## config.mk

```make
export PLATFORM = sky130hd
export DESIGN_NAME = bitmap_first_free_allocator
export DESIGN_NICKNAME = d
export VERILOG_FILES = /design/src/hw/rtl/bffa_pkg.sv /design/src/hw/rtl/bffa_ram.sv /design/src/hw/rtl/bitmap_first_free_allocator.sv
export SDC_FILE = /design/constraint.sdc
export NUM_CORES = 2
export LEC_CHECK = 0
export BUFFER_PORTS_ARGS = -buffer_cell sky130_fd_sc_hd__clkbuf_2
export CORE_MARGIN = 2
export CORE_UTILIZATION = 34
export DETAILED_ROUTE_END_ITERATION = 10
export SYNTH_ARGS = -nofsm -noshare
export SYNTH_HDL_FRONTEND = slang
export SYNTH_HIERARCHICAL = 1
export SYNTH_SLANG_ARGS = --single-unit
```

## constraint.sdc

```tcl
create_clock -name clock -period 18.3 [get_ports clock]
set_input_delay 0.915 -clock clock [delete_from_list [all_inputs] [get_ports clock]]
set_output_delay 0.915 -clock clock [all_outputs]
set_load 0.01 [all_outputs]
```

## src/hw/rtl/bffa_pkg.sv

```systemverilog
// ----------------------------------------------------------------------------
// bffa_pkg
// Shared types and constants for the first-free bitmap allocator.
// ----------------------------------------------------------------------------
package bffa_pkg;

   // default sizing of the occupancy store; word width is a power of two
   localparam int MAX_ITEMS_DEF = 1024;
   localparam int WORD_BITS_DEF = 64;

   // fixed field widths
   localparam int ID_W     = 11;
   localparam int STATUS_W = 2;

   localparam logic [ID_W-1:0] ITEM_COUNT_RESET = ID_W'(1024);

   // request commands
   localparam logic CMD_ALLOC = 1'b0;
   localparam logic CMD_FREE  = 1'b1;

   // response status codes
   localparam logic [STATUS_W-1:0] STATUS_OK    = 2'd0;
   localparam logic [STATUS_W-1:0] STATUS_FULL  = 2'd1;
   localparam logic [STATUS_W-1:0] STATUS_RANGE = 2'd2;

   // sequencer states
   typedef enum logic [2:0] {
      ST_CLEAR,
      ST_IDLE,
      ST_FREE,
      ST_SCAN,
      ST_DONE
   } state_type;

endpackage

```

## src/hw/rtl/bffa_ram.sv

```systemverilog
// ----------------------------------------------------------------------------
// bffa_ram
// Generic single write port, single read port RAM with registered read.
// ----------------------------------------------------------------------------
module bffa_ram #(
   parameter int WIDTH = 64,
   parameter int DEPTH = 16
) (
   input  logic                                      clock,
   input  logic                                      wr_en,
   input  logic [((DEPTH > 1) ? $clog2(DEPTH) : 1)-1:0] wr_addr,
   input  logic [WIDTH-1:0]                          wr_data,
   input  logic [((DEPTH > 1) ? $clog2(DEPTH) : 1)-1:0] rd_addr,
   output logic [WIDTH-1:0]                          rd_data
);

   logic [WIDTH-1:0] mem [DEPTH];
   logic [WIDTH-1:0] rd_data_ff;

   // write port and registered read port
   always_ff @(posedge clock) begin
      if (wr_en) begin
         mem[wr_addr] <= wr_data;
      end
      rd_data_ff <= mem[rd_addr];
   end

   assign rd_data = rd_data_ff;

endmodule

```

## src/hw/rtl/bitmap_first_free_allocator.sv

```systemverilog
// ----------------------------------------------------------------------------
// bitmap_first_free_allocator
// First-fit allocator of identifiers 1..N, N the programmed id limit clamped
// to MAX_ITEMS, over an occupancy bitmap held in a RAM of WORD_BITS-wide
// words. Identifier k maps to bit k-1.
// ----------------------------------------------------------------------------
//
//  channel  | direction | handshake           | word
//  ---------+-----------+---------------------+------------------------------
//  req      | in        | req_valid/req_stall | req_cmd, req_item_id
//  rsp      | out       | rsp_valid/rsp_stall | rsp_given_id, rsp_status
//  csr      | in        | csr_wr_en           | csr_wr_data (id limit)
//
//  Allocate reads bitmap words one per cycle through the single RAM read
//  port, at most WORD_COUNT of them. Free splits item_id-1 into word and
//  bit index, so WORD_BITS must be a power of two.
//  After reset a clearing pass writes zeros over all WORD_COUNT words,
//  one per cycle, with req_stall high throughout.
//  A result waiting on rsp_stall does not block acceptance of the next word;
//  that word's result is held until the output register frees.
// ----------------------------------------------------------------------------
module bitmap_first_free_allocator
   import bffa_pkg::*;
#(
   parameter int MAX_ITEMS = MAX_ITEMS_DEF,
   parameter int WORD_BITS = WORD_BITS_DEF
) (
   input  logic                clock,
   input  logic                reset,
   // request channel
   input  logic                req_valid,
   output logic                req_stall,
   input  logic                req_cmd,
   input  logic [ID_W-1:0]     req_item_id,
   // response channel
   output logic                rsp_valid,
   input  logic                rsp_stall,
   output logic [ID_W-1:0]     rsp_given_id,
   output logic [STATUS_W-1:0] rsp_status,
   // configuration
   input  logic                csr_wr_en,
   input  logic [ID_W-1:0]     csr_wr_data
);

   localparam int WORD_COUNT = (MAX_ITEMS + WORD_BITS - 1) / WORD_BITS;
   localparam int ADDR_W     = (WORD_COUNT > 1) ? $clog2(WORD_COUNT) : 1;
   localparam int CNT_W      = $clog2(MAX_ITEMS + 1);
   localparam int EXT_W      = ((CNT_W > ID_W) ? CNT_W : ID_W) + 1;
   localparam int BIT_W      = $clog2(WORD_BITS);

   localparam logic [EXT_W-1:0]  MAX_EXT   = EXT_W'(MAX_ITEMS);
   localparam logic [EXT_W-1:0]  WBITS_EXT = EXT_W'(WORD_BITS);
   localparam logic [ADDR_W-1:0] LAST_ADDR = ADDR_W'(WORD_COUNT - 1);

   // lowest set bit of a word
   function automatic logic [BIT_W-1:0] lowest_set(input logic [WORD_BITS-1:0] v);
      logic [BIT_W-1:0] idx;
      idx = '0;
      for (int i = WORD_BITS - 1; i >= 0; i--) begin
         if (v[i]) begin
            idx = BIT_W'(i);
         end
      end
      return idx;
   endfunction

   // registers
   state_type             state_ff, state_in;
   logic [ID_W-1:0]       csr_id_limit_ff;
   logic                  cmd_ff, cmd_in;
   logic [ADDR_W-1:0]     word_ff, word_in;
   logic [EXT_W-1:0]      base_ff, base_in;
   logic [EXT_W-1:0]      rem_ff, rem_in;
   logic [ID_W-1:0]       res_given_ff, res_given_in;
   logic [STATUS_W-1:0]   res_status_ff, res_status_in;
   logic                  rsp_valid_ff;
   logic [ID_W-1:0]       rsp_given_id_ff;
   logic [STATUS_W-1:0]   rsp_status_ff;

   // RAM port signals
   logic                  mem_wr_en;
   logic [ADDR_W-1:0]     mem_wr_addr;
   logic [WORD_BITS-1:0]  mem_wr_data;
   logic [ADDR_W-1:0]     mem_rd_addr;
   logic [WORD_BITS-1:0]  mem_rd_data;

   // datapath helpers
   logic                  req_accept;
   logic                  out_free;
   logic                  rsp_load;
   logic [EXT_W-1:0]      count_ext;
   logic [EXT_W-1:0]      live_n;
   logic [EXT_W-1:0]      id_ext;
   logic                  id_bad;
   logic [EXT_W-1:0]      free_pos;
   logic [ADDR_W-1:0]     free_word;
   logic [EXT_W-1:0]      lim;
   logic [WORD_BITS-1:0]  free_mask;
   logic                  found;
   logic [BIT_W-1:0]      found_idx;
   logic [WORD_BITS-1:0]  found_bit;
   logic [EXT_W-1:0]      next_base;
   logic                  scan_end;

   bffa_ram #(
      .WIDTH (WORD_BITS),
      .DEPTH (WORD_COUNT)
   ) u_bitmap (
      .clock   (clock),
      .wr_en   (mem_wr_en),
      .wr_addr (mem_wr_addr),
      .wr_data (mem_wr_data),
      .rd_addr (mem_rd_addr),
      .rd_data (mem_rd_data)
   );

   // effective count, clamped to capacity
   assign count_ext = EXT_W'(csr_id_limit_ff);
   assign live_n    = (count_ext > MAX_EXT) ? MAX_EXT : count_ext;
   assign id_ext    = EXT_W'(req_item_id);
   assign id_bad    = (id_ext == '0) || (id_ext > live_n);

   // bit position of the id to free: high part is the word, low part the bit
   assign free_pos  = id_ext - EXT_W'(1);
   assign free_word = ADDR_W'(free_pos >> BIT_W);

   assign req_accept = req_valid && !req_stall;
   assign out_free   = !rsp_valid_ff || !rsp_stall;

   // free bits of the word being scanned, limited to ids up to the count
   assign lim = live_n - base_ff;
   always_comb begin
      for (int b = 0; b < WORD_BITS; b++) begin
         free_mask[b] = !mem_rd_data[b] && (EXT_W'(b) < lim);
      end
   end

   assign found     = |free_mask;
   assign found_idx = lowest_set(free_mask);
   assign found_bit = WORD_BITS'(1) << found_idx;
   assign next_base = base_ff + WBITS_EXT;
   assign scan_end  = (next_base >= live_n) || (word_ff == LAST_ADDR);

   // next state
   always_comb begin
      state_in = state_ff;
      unique case (state_ff)
         ST_CLEAR: begin
            if (word_ff == LAST_ADDR) begin
               state_in = ST_IDLE;
            end
         end
         ST_IDLE: begin
            if (req_accept) begin
               if (req_cmd == CMD_ALLOC) begin
                  state_in = (live_n == '0) ? ST_DONE : ST_SCAN;
               end else begin
                  state_in = id_bad ? ST_DONE : ST_FREE;
               end
            end
         end
         ST_FREE: begin
            state_in = ST_DONE;
         end
         ST_SCAN: begin
            if (found || scan_end) begin
               state_in = ST_DONE;
            end
         end
         ST_DONE: begin
            if (out_free) begin
               state_in = ST_IDLE;
            end
         end
         default: begin
            state_in = ST_IDLE;
         end
      endcase
   end

   // outputs and datapath
   always_comb begin
      req_stall     = 1'b1;
      rsp_load      = 1'b0;
      mem_wr_en     = 1'b0;
      mem_wr_addr   = word_ff;
      mem_wr_data   = mem_rd_data;
      mem_rd_addr   = word_ff;
      cmd_in        = cmd_ff;
      word_in       = word_ff;
      base_in       = base_ff;
      rem_in        = rem_ff;
      res_given_in  = res_given_ff;
      res_status_in = res_status_ff;
      unique case (state_ff)
         ST_CLEAR: begin
            mem_wr_en   = 1'b1;
            mem_wr_data = '0;
            word_in     = word_ff + ADDR_W'(1);
            if (word_ff == LAST_ADDR) begin
               word_in = '0;
            end
         end
         ST_IDLE: begin
            // first word of a scan, or the word holding the id to free
            req_stall   = 1'b0;
            mem_rd_addr = (req_cmd == CMD_ALLOC) ? '0 : free_word;
            if (req_accept) begin
               cmd_in        = req_cmd;
               word_in       = (req_cmd == CMD_ALLOC) ? '0 : free_word;
               base_in       = '0;
               rem_in        = free_pos;
               res_given_in  = '0;
               res_status_in = STATUS_OK;
               if (req_cmd == CMD_ALLOC) begin
                  if (live_n == '0) begin
                     res_status_in = STATUS_FULL;
                  end
               end else if (id_bad) begin
                  res_status_in = STATUS_RANGE;
               end
            end
         end
         ST_FREE: begin
            mem_wr_en   = 1'b1;
            mem_wr_data = mem_rd_data & ~(WORD_BITS'(1) << rem_ff[BIT_W-1:0]);
         end
         ST_SCAN: begin
            if (found) begin
               mem_wr_en     = 1'b1;
               mem_wr_data   = mem_rd_data | found_bit;
               res_given_in  = ID_W'(base_ff + EXT_W'(found_idx) + EXT_W'(1));
               res_status_in = STATUS_OK;
            end else if (scan_end) begin
               res_status_in = STATUS_FULL;
            end else begin
               word_in     = word_ff + ADDR_W'(1);
               base_in     = next_base;
               mem_rd_addr = word_ff + ADDR_W'(1);
            end
         end
         ST_DONE: begin
            rsp_load = out_free;
         end
         default: begin
            req_stall = 1'b1;
         end
      endcase
   end

   // control registers
   always_ff @(posedge clock) begin
      if (reset) begin
         state_ff        <= ST_CLEAR;
         word_ff         <= '0;
         rsp_valid_ff    <= 1'b0;
         csr_id_limit_ff <= ITEM_COUNT_RESET;
      end else begin
         state_ff <= state_in;
         word_ff  <= word_in;
         if (rsp_load) begin
            rsp_valid_ff <= 1'b1;
         end else if (!rsp_stall) begin
            rsp_valid_ff <= 1'b0;
         end
         if (csr_wr_en) begin
            csr_id_limit_ff <= csr_wr_data;
         end
      end
   end

   // payload registers
   always_ff @(posedge clock) begin
      cmd_ff        <= cmd_in;
      base_ff       <= base_in;
      rem_ff        <= rem_in;
      res_given_ff  <= res_given_in;
      res_status_ff <= res_status_in;
      if (rsp_load) begin
         rsp_given_id_ff <= (cmd_ff == CMD_FREE) ? '0 : res_given_ff;
         rsp_status_ff   <= res_status_ff;
      end
   end

   assign rsp_valid    = rsp_valid_ff;
   assign rsp_given_id = rsp_given_id_ff;
   assign rsp_status   = rsp_status_ff;

endmodule
```

==> reports/results.ini <==
[yosys]
async_flop_share_pct=0
synth_mux_area_share_pct=12.7
synth_compound_area_share_pct=7.22
synth_cells=2650
synth_edf_count=1063
yosysMostFrequentCell=edfxtp_1
synth.net_count=2709
ys_types=79
synth_top_cell_by_area=edfxtp_1
synth-seq-cells=1146
synth-main-ff-cell=edfxtp_1
yosys.area_share.simple_pct=4.97
synthTopCellsByArea=edfxtp_1, mux4_2, dfxtp_1, a22oi_1, a21oi_1
synth_area_um2=46600
syn_avg_cell_area_um2=17.6
synth_top_area_share_pct=68.5
synth_xor_area_share_pct=0.282
synth_warnings=6
ys_seq_area_share_pct=72.1
synthAdderAreaFrac_pct=0.833
synth_top_family_by_area=multiplexers
synth.top_cells.by_count=edfxtp_1, mux4_2, nand2_1

[routing]
firstDrtPassIters=6
wl_per_cell_um=26.5
vias=25749
remaining_drc_errors=0
ant_nets=0
drt_iter0_drc=2921
viasPerCell=5.60
wl_um=122000

[critical_path]
slowest_stage=buf_4
critPathArrivalTime_ns=10.57
r2r_setup_slack_ns=8.33
critical_path_required_ns=18.90
reg2reg_from=csr_id_limit_ff[10]
path_cells=clkinv_1, nand2_1, inv_1, ha_1, or4b_1, o2111ai_2, a211oi_4, nor2_4, a31oi_1, nor4_1, nand2_1, nor3_1, and3_1, xor2_1, a21oi_1, nand2_4, buf_4, buf_4, buf_4, mux4_2, a22oi_1, nand2_1
path_class=reg2reg
critPathMaxFanout=44
slowest_delay_ns=0.82
worstSetupStartpointType=flop
critPathTopFamily=simple AND/OR/NAND/NOR gates
end_kind=flop
crit_buf_inv=5
r2r-end=u_bitmap/rd_data[38]
rr_worst_depth=22

[timing]
drv_slew=0
worst_pin_slew_ns=1.34
setup-tns-final_ns=0
timing.final.ws_setup_ns=8.33
timing.fmax_mhz=100
min_period_ns=9.97
rsz0062_at_grt=no
setup_violations=0
finalClockSkew_ns=0.0329
relSlewSlack_pct=10.4
hold_violations=0
min_period_over_period_pct=54.5

[placement]
dp_slack_ns=8.30
placedCellCount=4399
hpwl_um=68500
place_area_um2=49000
io_buffer_count=42
place_congestion=0.964

[clocking]
post_cts_buffers=0
h-tree-depth=3
insertion_delay_ns=0.73
clockBufferDepth=3
cts_resized=0
cts_tree=yes
numCtsBuffers=106
clk_pin_slew_ns=0.07
hold_buffers=0
clock-sinks=1146
root_buffer=clkbuf_16

[floorplanning]
die_w_um=374
core-area_um2=136000
initial_core_util_pct=34.3
dieArea_um2=140000
die_h_um=374
ios=43
rows=135

[cells_and_area]
seq_area_um2=33600
n_antenna_cell=0
multi_input_area_um2=12300
fin_nets=2785
fill_cells=12356
final_cell_count_no_fill=4601
post-route-cell-area_um2=52600
area_growth_pct=13.0
drive_gt1_share_pct=21.1

[grt]
grt_first_pass_wirelength_um=176000
grt_pass1_vias=25267
track_usage_pct=17.1
grt_overflow=0
antenna_found_initial=0
grt_max_degree=105

[run]
max-cap-violations=0

[min_path]
hp-start=csr_wr_data[1]
min_to=csr_id_limit_ff[1]
whs_path_depth=3
hold_class=in2reg

[pwr]
fin_total_pwr_mw=5.64
peakVddDrop_mv=0.0855
p_leak_nw=15.1
power_density_nw_per_um2=107

[status]
status=complete, no violations

[cells in the final DEF, fill, tap and decap left out, drive strengths merged, types with 42 or more instances in the layout]
cell,instances
a22oi,128
edfxtp,1063
nor2,103
a21oi,151
nand2,163
dfxtp,83
buf,77
mux4,256
o21ai,109
clkinv,44
a31oi,68
inv,42
clkbuf,181
[where the power goes]
group          switching [mW]  leakage (nW)  internal [mW]  total [mW]
logic                   0.235          4.09          0.153       0.388
clock network           0.973          1.78           1.30        2.28
registers              0.0677          9.19           2.91        2.98
[per-stage QoR]
| stage | hold slack (ns) | utilization (%) |
|---|---|---|
| finish | 0.429 | 38.8 |
| floorplan | 0.400 | - |
| detailed placement | 0.454 | 36.1 |
| CTS | 0.383 | 38.8 |
| global placement | 0.454 | 36.1 |
| global route | 0.418 | 38.8 |
[per-layer routing]
metal | wire length, um | GRT usage, % | part of all wire (%)
met5 | 0 | 0 | 0
met4 | 3220 | 5.39 | 2.6
met3 | 7950 | 2.19 | 6.5
met2 | 58300 | 28.0 | 48
met1 | 52500 | 23.8 | 43
[worst max-delay path by stage]
stage / startpoint / to / slack, ns / cells after the start
2_1_floorplan: csr_id_limit_ff[10] / u_bitmap/mem[0][0] / 9.20 / 20
3_3_place_gp: csr_id_limit_ff[10] / u_bitmap/rd_data[38] / 8.65 / 22
3_5_place_dp: csr_id_limit_ff[10] / u_bitmap/rd_data[38] / 8.30 / 22
4_1_cts: csr_id_limit_ff[10] / u_bitmap/rd_data[38] / 8.28 / 22
5_1_grt: csr_id_limit_ff[10] / u_bitmap/rd_data[38] / 7.34 / 22
6_report: csr_id_limit_ff[10] / u_bitmap/rd_data[38] / 8.33 / 22
[registers in the layout, summed over array words and instances, names as in the netlist]
register / cells
csr_id_limit_ff: 11
res_status_ff: 2
mem_wr_addr: 4
state_ff: 3
u_bitmap/mem: 1024
rsp_status: 2
rsp_valid: 1
cmd_ff: 1
rsp_given_id: 11
rem_ff: 6
u_bitmap/rd_data: 64
res_given_ff: 11
base_ff: 6
[worst register-to-register path, stage by stage (launching register included)]
cell,delay [ns]
dfxtp_1,0.68
clkinv_1,0.48
nand2_1,0.26
inv_1,0.07
ha_1,0.37
or4b_1,0.56
o2111ai_2,0.11
a211oi_4,0.10
nor2_4,0.80
a31oi_1,0.27
nor4_1,0.68
nand2_1,0.23
nor3_1,0.53
and3_1,0.43
xor2_1,0.18
a21oi_1,0.14
nand2_4,0.64
buf_4,0.85
buf_4,0.75
buf_4,0.77
mux4_2,0.60
a22oi_1,0.25
nand2_1,0.09
[cells by family after synthesis]
group | after synthesis
simple gates | 463
compound gates | 535
flops | 1146
xor+xnor | 15
mux | 270
buf+inv | 190
fa+ha+maj | 31
[layout make-up]
type / instances / area share (%)
inverter: 39 / 0.278
tap: 1781 / 4.23
multi-input combinational: 1314 / 23.3
sequential: 1146 / 63.8
clock buffer: 139 / 5.56
timing repair buffer: 119 / 1.52
clock inverter: 63 / 1.32
No activity file was read; power rests on OpenSTA's default activity.
